===== src/rtl/dhcp_option_tlv_parser_macros.svh =====
// Assertion macros shared by the DHCP option parser modules.
`ifndef DHCP_OPTION_TLV_PARSER_MACROS_SVH
`define DHCP_OPTION_TLV_PARSER_MACROS_SVH

// Same-cycle implication, checked on every rising edge outside reset.
`define DOTP_ASSERT_NOW(label, ante, cons, msg) \
  label: assert property (@(posedge clk) disable iff (rst) (ante) |-> (cons)) \
    else $error(msg);

// Next-cycle implication, checked on every rising edge outside reset.
`define DOTP_ASSERT_NEXT(label, ante, cons, msg) \
  label: assert property (@(posedge clk) disable iff (rst) (ante) |=> (cons)) \
    else $error(msg);

`endif


===== src/rtl/dotp_pkg.sv =====
// Shared types and constants of the DHCP option parser.
`timescale 1ns / 1ps

package dotp_pkg;

  localparam int unsigned QUEUE_DEPTH = 4;
  localparam logic [7:0] SEARCH_KEY_RESET = 8'd54;

  localparam logic [7:0] OPT_PAD = 8'd0;
  localparam logic [7:0] OPT_MASK = 8'd1;
  localparam logic [7:0] OPT_ROUTER = 8'd3;
  localparam logic [7:0] OPT_DNS = 8'd6;
  localparam logic [7:0] OPT_NTP = 8'd42;
  localparam logic [7:0] OPT_MSG_TYPE = 8'd53;
  localparam logic [7:0] OPT_END = 8'hff;

  // One classified byte as it travels from the front through the queue.
  typedef struct packed {
    logic [7:0] data;
    logic       last;
    logic       is_pad;
    logic       is_end;
  } word_t;

endpackage


===== src/rtl/dotp_front.sv =====
// Front part: accepts input words and classifies each byte.
`timescale 1ns / 1ps

module dotp_front (
  input  logic            in_valid,
  output logic            in_stall,
  input  logic [7:0]      data_byte,
  input  logic            last_byte,
  input  logic            q_full,
  output logic            push,
  output dotp_pkg::word_t word
);

  // Stall only depends on queue room, never on valid.
  assign in_stall = q_full;
  assign push     = in_valid && !q_full;

  always_comb begin
    word.data   = data_byte;
    word.last   = last_byte;
    word.is_pad = (data_byte == dotp_pkg::OPT_PAD);
    word.is_end = (data_byte == dotp_pkg::OPT_END);
  end

endmodule


===== src/rtl/dotp_queue.sv =====
// Short word queue between the front and back parts.
`timescale 1ns / 1ps
`include "dhcp_option_tlv_parser_macros.svh"

module dotp_queue #(
  parameter int unsigned Depth = dotp_pkg::QUEUE_DEPTH
) (
  input  logic            clk,
  input  logic            rst,
  input  logic            push,
  input  dotp_pkg::word_t wdata,
  input  logic            pop,
  output logic            valid,
  output logic            full,
  output dotp_pkg::word_t rdata
);

  localparam int unsigned PtrW = (Depth > 1) ? $clog2(Depth) : 1;
  localparam int unsigned CntW = $clog2(Depth + 1);
  localparam logic [PtrW-1:0] PtrLast = PtrW'(Depth - 1);
  localparam logic [CntW-1:0] CntFull = CntW'(Depth);

  dotp_pkg::word_t entries [Depth];
  logic [PtrW-1:0] wr_ptr;
  logic [PtrW-1:0] rd_ptr;
  logic [CntW-1:0] count;

  assign valid = (count != '0);
  assign full  = (count == CntFull);
  assign rdata = entries[rd_ptr];

  always_ff @(posedge clk) begin
    if (push) begin
      entries[wr_ptr] <= wdata;
    end
  end

  always_ff @(posedge clk) begin
    if (rst) begin
      wr_ptr <= '0;
      rd_ptr <= '0;
      count  <= '0;
    end else begin
      if (push) begin
        wr_ptr <= (wr_ptr == PtrLast) ? '0 : wr_ptr + 1'b1;
      end
      if (pop) begin
        rd_ptr <= (rd_ptr == PtrLast) ? '0 : rd_ptr + 1'b1;
      end
      if (push && !pop) begin
        count <= count + 1'b1;
      end else if (pop && !push) begin
        count <= count - 1'b1;
      end
    end
  end

  `DOTP_ASSERT_NOW(a_no_overflow, push, !full || pop, "queue written while full")
  `DOTP_ASSERT_NOW(a_no_underflow, pop, valid, "queue read while empty")
  `DOTP_ASSERT_NOW(a_count_range, 1'b1, count <= CntFull, "queue count beyond depth")

endmodule


===== src/rtl/dotp_back.sv =====
// Back part: walks the option records and holds the result register.
`timescale 1ns / 1ps
`include "dhcp_option_tlv_parser_macros.svh"

module dotp_back (
  input  logic            clk,
  input  logic            rst,
  input  logic            cfg_wr_en,
  input  logic [7:0]      cfg_wr_data,
  input  logic            q_valid,
  input  dotp_pkg::word_t q_word,
  output logic            pop,
  output logic            out_valid,
  input  logic            out_stall,
  output logic [7:0]      message_type,
  output logic [31:0]     subnet_mask,
  output logic [31:0]     router_addr,
  output logic [31:0]     dns_addr,
  output logic [31:0]     ntp_addr,
  output logic [31:0]     key_value,
  output logic            key_found,
  output logic            truncated
);

  typedef enum logic [1:0] {
    PH_CODE,
    PH_LEN,
    PH_VAL,
    PH_DONE
  } phase_t;

  phase_t      phase;
  logic [7:0]  search_key;
  logic [7:0]  cur_code;
  logic [7:0]  bytes_left;
  logic [2:0]  value_index;
  logic [31:0] value_shift;
  logic [7:0]  type_store;
  logic [31:0] mask_store;
  logic [31:0] router_store;
  logic [31:0] dns_store;
  logic [31:0] ntp_store;
  logic [31:0] key_store;
  logic        key_seen;

  phase_t      phase_next;
  logic [7:0]  cur_code_next;
  logic [7:0]  bytes_left_next;
  logic [2:0]  value_index_next;
  logic [31:0] value_shift_next;
  logic        step_commit;
  logic        commit;
  logic [7:0]  type_next;
  logic [31:0] mask_next;
  logic [31:0] router_next;
  logic [31:0] dns_next;
  logic [31:0] ntp_next;
  logic [31:0] key_store_next;
  logic        key_seen_next;
  logic        trunc_next;

  // A final word may only leave the queue when the result register is free.
  assign pop = q_valid && (!q_word.last || !out_valid || !out_stall);

  always_comb begin
    phase_next       = phase;
    cur_code_next    = cur_code;
    bytes_left_next  = bytes_left;
    value_index_next = value_index;
    value_shift_next = value_shift;
    step_commit      = 1'b0;
    case (phase)
      PH_CODE: begin
        if (q_word.is_end) begin
          phase_next = PH_DONE;
        end else if (!q_word.is_pad) begin
          cur_code_next = q_word.data;
          phase_next    = PH_LEN;
        end
      end
      PH_LEN: begin
        bytes_left_next  = q_word.data;
        value_index_next = '0;
        value_shift_next = '0;
        if (q_word.data == 8'd0) begin
          step_commit = 1'b1;
          phase_next  = PH_CODE;
        end else begin
          phase_next = PH_VAL;
        end
      end
      PH_VAL: begin
        if (!value_index[2]) begin
          case (value_index[1:0])
            2'd0: value_shift_next[31:24] = q_word.data;
            2'd1: value_shift_next[23:16] = q_word.data;
            2'd2: value_shift_next[15:8]  = q_word.data;
            default: value_shift_next[7:0] = q_word.data;
          endcase
          value_index_next = value_index + 3'd1;
        end
        bytes_left_next = bytes_left - 8'd1;
        if (bytes_left_next == 8'd0) begin
          step_commit = 1'b1;
          phase_next  = PH_CODE;
        end
      end
      default: begin
      end
    endcase
  end

  // A record cut short inside its value by the final word is committed with what it has.
  always_comb begin
    trunc_next = q_word.last && (phase_next == PH_LEN || phase_next == PH_VAL);
    commit     = step_commit || (q_word.last && phase_next == PH_VAL);

    type_next      = type_store;
    mask_next      = mask_store;
    router_next    = router_store;
    dns_next       = dns_store;
    ntp_next       = ntp_store;
    key_store_next = key_store;
    key_seen_next  = key_seen;
    if (commit) begin
      case (cur_code_next)
        dotp_pkg::OPT_MSG_TYPE: type_next   = value_shift_next[31:24];
        dotp_pkg::OPT_MASK:     mask_next   = value_shift_next;
        dotp_pkg::OPT_ROUTER:   router_next = value_shift_next;
        dotp_pkg::OPT_DNS:      dns_next    = value_shift_next;
        dotp_pkg::OPT_NTP:      ntp_next    = value_shift_next;
        default: begin
        end
      endcase
      if (cur_code_next == search_key && !key_seen) begin
        key_store_next = value_shift_next;
        key_seen_next  = 1'b1;
      end
    end
  end

  always_ff @(posedge clk) begin
    if (rst) begin
      search_key   <= dotp_pkg::SEARCH_KEY_RESET;
      phase        <= PH_CODE;
      cur_code     <= '0;
      bytes_left   <= '0;
      value_index  <= '0;
      value_shift  <= '0;
      type_store   <= '0;
      mask_store   <= '0;
      router_store <= '0;
      dns_store    <= '0;
      ntp_store    <= '0;
      key_store    <= '0;
      key_seen     <= 1'b0;
      out_valid    <= 1'b0;
      message_type <= '0;
      subnet_mask  <= '0;
      router_addr  <= '0;
      dns_addr     <= '0;
      ntp_addr     <= '0;
      key_value    <= '0;
      key_found    <= 1'b0;
      truncated    <= 1'b0;
    end else begin
      if (cfg_wr_en) begin
        search_key <= cfg_wr_data;
      end
      out_valid <= (pop && q_word.last) || (out_valid && out_stall);
      if (pop) begin
        if (q_word.last) begin
          message_type <= type_next;
          subnet_mask  <= mask_next;
          router_addr  <= router_next;
          dns_addr     <= dns_next;
          ntp_addr     <= ntp_next;
          key_value    <= key_store_next;
          key_found    <= key_seen_next;
          truncated    <= trunc_next;
          phase        <= PH_CODE;
          cur_code     <= '0;
          bytes_left   <= '0;
          value_index  <= '0;
          value_shift  <= '0;
          type_store   <= '0;
          mask_store   <= '0;
          router_store <= '0;
          dns_store    <= '0;
          ntp_store    <= '0;
          key_store    <= '0;
          key_seen     <= 1'b0;
        end else begin
          phase        <= phase_next;
          cur_code     <= cur_code_next;
          bytes_left   <= bytes_left_next;
          value_index  <= value_index_next;
          value_shift  <= value_shift_next;
          type_store   <= type_next;
          mask_store   <= mask_next;
          router_store <= router_next;
          dns_store    <= dns_next;
          ntp_store    <= ntp_next;
          key_store    <= key_store_next;
          key_seen     <= key_seen_next;
        end
      end
    end
  end

  `DOTP_ASSERT_NEXT(a_last_loads_result, pop && q_word.last, out_valid, "final word lost")
  `DOTP_ASSERT_NOW(a_val_has_bytes, phase == PH_VAL, bytes_left != 8'd0, "value phase empty")
  `DOTP_ASSERT_NOW(a_index_range, 1'b1, value_index <= 3'd4, "value index past four")
  `DOTP_ASSERT_NOW(a_key_zero_unseen, !key_seen, key_store == 32'd0, "key value without key")

endmodule


===== src/rtl/dhcp_option_tlv_parser.sv =====
// Top level of the DHCP options parser: front, word queue and back part.
// Throughput: one word per cycle while the queue has room; the back part retires one
// queued word each cycle, but a final word waits while an earlier result is stalled.
// An accepted final word passes through the queue into the back part's result register.
// Reset (rst, synchronous, active high) empties the queue, clears all captured
// options and the result register, and sets search_key to 54.
`timescale 1ns / 1ps

module dhcp_option_tlv_parser #(
  parameter int unsigned QueueDepth = dotp_pkg::QUEUE_DEPTH
) (
  input  logic        clk,
  input  logic        rst,
  input  logic        cfg_wr_en,
  input  logic [7:0]  cfg_wr_data,
  input  logic        in_valid,
  output logic        in_stall,
  input  logic [7:0]  data_byte,
  input  logic        last_byte,
  output logic        out_valid,
  input  logic        out_stall,
  output logic [7:0]  message_type,
  output logic [31:0] subnet_mask,
  output logic [31:0] router_addr,
  output logic [31:0] dns_addr,
  output logic [31:0] ntp_addr,
  output logic [31:0] key_value,
  output logic        key_found,
  output logic        truncated
);

  // The front tags each incoming word as pad or end so the back part only
  // has to track where it is inside the current code, length, value record.
  logic            push;
  logic            q_full;
  logic            q_valid;
  logic            pop;
  dotp_pkg::word_t front_word;
  dotp_pkg::word_t q_word;

  dotp_front u_front (
    .in_valid  (in_valid),
    .in_stall  (in_stall),
    .data_byte (data_byte),
    .last_byte (last_byte),
    .q_full    (q_full),
    .push      (push),
    .word      (front_word)
  );

  // The queue absorbs words while a finished result waits on the output;
  // the input side only stalls once it is full.
  dotp_queue #(
    .Depth (QueueDepth)
  ) u_queue (
    .clk   (clk),
    .rst   (rst),
    .push  (push),
    .wdata (front_word),
    .pop   (pop),
    .valid (q_valid),
    .full  (q_full),
    .rdata (q_word)
  );

  // The back part holds the record walk, the captured option values and the
  // result register; a final word waits in the queue only while an earlier
  // result is still stalled.
  dotp_back u_back (
    .clk          (clk),
    .rst          (rst),
    .cfg_wr_en    (cfg_wr_en),
    .cfg_wr_data  (cfg_wr_data),
    .q_valid      (q_valid),
    .q_word       (q_word),
    .pop          (pop),
    .out_valid    (out_valid),
    .out_stall    (out_stall),
    .message_type (message_type),
    .subnet_mask  (subnet_mask),
    .router_addr  (router_addr),
    .dns_addr     (dns_addr),
    .ntp_addr     (ntp_addr),
    .key_value    (key_value),
    .key_found    (key_found),
    .truncated    (truncated)
  );

endmodule


===== config.mk =====
export PLATFORM = sky130hd
export DESIGN_NAME = dhcp_option_tlv_parser
export DESIGN_NICKNAME = d
export VERILOG_FILES = /design/src/rtl/dotp_pkg.sv /design/src/rtl/dotp_front.sv /design/src/rtl/dotp_queue.sv /design/src/rtl/dotp_back.sv /design/src/rtl/dhcp_option_tlv_parser.sv
export VERILOG_INCLUDE_DIRS = /design/src /design/src/rtl
export SDC_FILE = /design/constraint.sdc
export NUM_CORES = 1
export LEC_CHECK = 0
export ABC_AREA = 1
export BUFFER_PORTS_ARGS = -buffer_cell sky130_fd_sc_hd__buf_4
export CELL_PAD_IN_SITES_DETAIL_PLACEMENT = 1
export CELL_PAD_IN_SITES_GLOBAL_PLACEMENT = 2
export CORE_MARGIN = 2
export CORE_UTILIZATION = 35
export CTS_CLUSTER_DIAMETER = 40
export DETAILED_ROUTE_END_ITERATION = 6
export MAX_ROUTING_LAYER = met4
export PLACE_DENSITY_LB_ADDON = 0.1
export SYNTH_ARGS = -nofsm -noshare
export SYNTH_HDL_FRONTEND = slang
export SYNTH_SLANG_ARGS = --single-unit

===== constraint.sdc =====
create_clock -name clk -period 3.35 [get_ports clk]
set_input_delay 0.5025 -clock clk [delete_from_list [all_inputs] [get_ports clk]]
set_output_delay 0.5025 -clock clk [all_outputs]
set_load 0.02 [all_outputs]

==> key figures <==
Timing
  • Fin. max-slew vios: 0
  • Endpoints failing setup: 0
  • Final setup skew: 0.0303 ns
  • Relative slew slack: 10.2%
  • Peak Freq: 318 MHz
  • Hold Vio Cnt, Final: 0
  • Pin slew with the least headroom to its limit: 1.35 ns
  • Part of the cycle the worst path needs: 93.9%
  • Final worst setup slack: 0.203 ns
  • Post-route minimum period: 3.15 ns
  • Setup TNS: 0 ns

Critical path
  • Worst Setup Start Kind: register
  • CP max stage cell: dfxtp_1
  • Crit-path cells: inv_2 > ha_2 > inv_1 > nor2_2 > nand2_1 > o21ai_1 > nand2_1 > nor2_2 > nand2_2 > nand3_1 > nand2_1 > o22ai_1 > inv_1 > ha_2 > nand2_2 > inv_1 > a21oi_4 > nor2_4 > buf_12 > nand3_4 > clkbuf_16 > nand2_1 > nand3_1 > nand2_1
  • Top cell by count, worst path: nand2_1
  • Critical path data required time: 3.84 ns
  • CP Capture Type: register
  • Max stage delay on crit path: 0.32 ns
  • CP Class: reg2reg
  • CP Data Arrival Time: 3.64 ns
  • Critical path fanouts, max: 8

Routing
  • Wire length per cell: 20.3 µm
  • WL met1: 32.2 mm
  • Highest Signal Layer: met4
  • Initial DRT Pass Iterations: 5
  • Routed WL: 70.8 mm
  • Vias after detailed routing: 18,300
  • Routed wl met2: 33.8 mm
  • WL met3: 2.55 mm
  • Vias per cell: 5.25
  • # DRC: 0
  • Post-route ant nets: 0
  • Initial DRC count: 969

Placement
  • GPL Wtd Cong: 0.835
  • Post-DP HPWL: 45.6 mm
  • # port buffers: 193
  • Worst slack at placement: -0.102 ns
  • Placed Instances: 3,321

Yosys
  • Post-Synthesis Cells: 2,487
  • Syn Std Cell Area: 0.0193 mm²
  • Post-synth ARST share: 0%
  • EDFF count, synth: 44
  • Yosys reg bits: 454
  • Top cell type by total area after synthesis: dfxtp_1
  • Ys Warns: 0
  • Avg Cell Area, Syn: 7.76 µm²
  • Seq/Total Area, Yosys: 49.4%
  • Most common library cells after synthesis: nand2_1, dfxtp_1, a21oi_1
  • Synth top area share: 42.5%
  • Ranking of synthesized cells by area: dfxtp_1, nand2_1, edfxtp_1
  • Distinct cells, synth: 42
  • Top-count cell post-synth: nand2_1
  • Syn nets: 2,527
  • Top FF cell, synth: dfxtp_1

Worst hold path
  • Worst hold path type: in2reg

Pwr
  • Static Leak: 9.84 nW
  • Peak VDD IR: 0.689 mV
  • Sw Pwr: 8.00 mW
  • Sequential Power Share: 28.2%
  • Clock power frac: 39.8%
  • Logic pwr share: 32.0%
  • Pint: 12.7 mW
  • Pwr dens: 828 mW/mm²
  • Switch share: 38.7%
  • Overall power: 20.7 mW

Clock tree
  • Clock tree sinks: 454
  • CTS Buf Count: 80
  • Clock-pin slew on the worst setup and hold paths: 0.05 ns
  • CTS tree: yes
  • Clock buffer depth: 3
  • Hold buffers post-CTS: 0
  • CTS root buffer: clkbuf_16
  • Clk_lat worst skew: 0.61 ns
  • H-tree levels: 3

Job
  • Max-cap violations: 0

Floorplanning
  • I/O Pins: 194
  • Core ar.: 0.0548 mm²
  • Die Y: 239 µm
  • Die area: 0.0570 mm²
  • Initial Util: 35.2%
  • Die W: 239 µm
  • Row cnt: 86

Cells and area
  • Area Overhead vs Synth: 29.3%
  • Cell Count, Final, Fillers Out: 3,489
  • Nets: 2,758
  • Layout cells sized above 1: 19.9%
  • Fillers: 6,513

Global route
  • Pin count of the biggest net entering global routing: 169
  • Grt ovf: 0
  • Initial antenna violation count: 2
  • First-pass GRT wire length: 109 mm
  • Vias in the first global route: 18,600
  • GRT Total Usage: 25.4%

Outcome
  • Status: finished, final reports clean
-- state kept, by name, indices dropped and copies added, names as in the netlist, 2 cells and up, named ones only --
name	cells
u_back.search_key	8
u_queue.entries	44
u_back.subnet_mask	32
u_back.ntp_addr	32
u_back.key_store	32
u_queue.count	3
u_back.bytes_left	8
u_back.router_store	32
u_back.message_type	8
u_queue.rd_ptr	2
u_back.value_index	3
u_back.dns_store	32
u_back.cur_code	8
u_back.value_shift	32
u_back.key_value	32
u_back.phase	2
u_back.mask_store	32
u_back.type_store	8
u_back.ntp_store	32
u_back.dns_addr	32
u_back.router_addr	32
u_queue.wr_ptr	2
-- through the flow --
| stage | area (µm²) | utilization [%] | hold slack, ns |
|---|---|---|---|
| floorplan | 19300 | - | 0.441 |
| global placement | 21900 | 39.9 | 0.440 |
| detailed placement | 21900 | 39.9 | 0.445 |
| CTS | 24600 | 45.0 | 0.0648 |
| global route | 24900 | 45.5 | 0.0759 |
| finish | 24900 | 45.5 | 0.104 |
-- cell families after synthesis --
| logic type | after synthesis | share of synthesized area [%] |
|---|---|---|
| AOI/OAI and AO/OA | 565 | 17.1 |
| buffers and inverters | 329 | 7.27 |
| and+or+nand+nor | 1121 | 25.1 |
| adders and majority gates | 18 | 1.21 |
| DFF | 454 | 49.4 |
-- final timing paths --
path | endpoint | cells after the start | slack, ns | start
setup / recovery | u_back.key_value[5] | 24 | 0.20 | u_back.bytes_left[1]
hold / removal | u_queue.entries[0][2] | 1 | 0.10 | last_byte
setup reg to reg | u_back.key_value[5] | 24 | 0.20 | u_back.bytes_left[1]
hold reg to reg | u_back.ntp_addr[18] | 2 | 0.45 | u_back.ntp_addr[18]
-- cell usage in the layout (no fill, tap or decap), drive strengths merged, types with 7 or more instances in the layout --
master	n
nand4	39
o21ai	184
a2bb2oi	8
nor2	49
edfxtp	44
o211ai	33
inv	172
dfxtp	410
bufinv	7
clkinv	16
buf	312
clkinvlp	11
nand3	229
nand2	768
ha	17
clkbuf	106
a21oi	247
o221ai	8
a211oi	9
or2	32
a22o	64
-- what timing repair did --
item	CTS	global route
pin swaps	1	6
setup endpoints to repair	30	213
gates resized for setup	0	31
buffers inserted	0	15
cloned	1	4
-- power groups by stage --
stage,sequential (mW),clock (mW),combinational [mW]
after detailed placement,5.94,0,6.50
after global routing,5.86,8.64,7.15
after global placement,5.93,0,6.44
after floorplan,5.93,0,3.79
final,5.84,8.22,6.61
after CTS,5.83,8.38,6.55
-- metal layers --
layer,vias to the layer above,GRT usage (%)
met5,-,-
met1,9030,32.9
met3,141,3.59
met2,331,40.4
li1,8825,-
met4,0,9.03
-- worst max-delay path: cells and delay by family (launching register included) --
| kind | cells | cell delay, ns |
|---|---|---|
| AND/OR/NAND/NOR | 13 | 1.16 |
| buffers and inverters | 6 | 0.62 |
| AO/OA/AOI/OAI | 3 | 0.57 |
| adder cells (fa/ha/maj) | 2 | 0.36 |
| flip-flops | 1 | 0.32 |
-- final cells by class --
type	count	area (µm²)	share of cell area (%)
flip-flops and latches	454	9530	38.2
multi-input cells	1705	8480	34.0
repair buffers	315	2700	10.8
clock buffers	103	2240	8.98
well taps	704	881	3.53
inverters	162	616	2.47
clock inverters	44	499	2.00
diodes	2	5.00	0.0201
No activity file was read; power rests on OpenSTA's default activity.
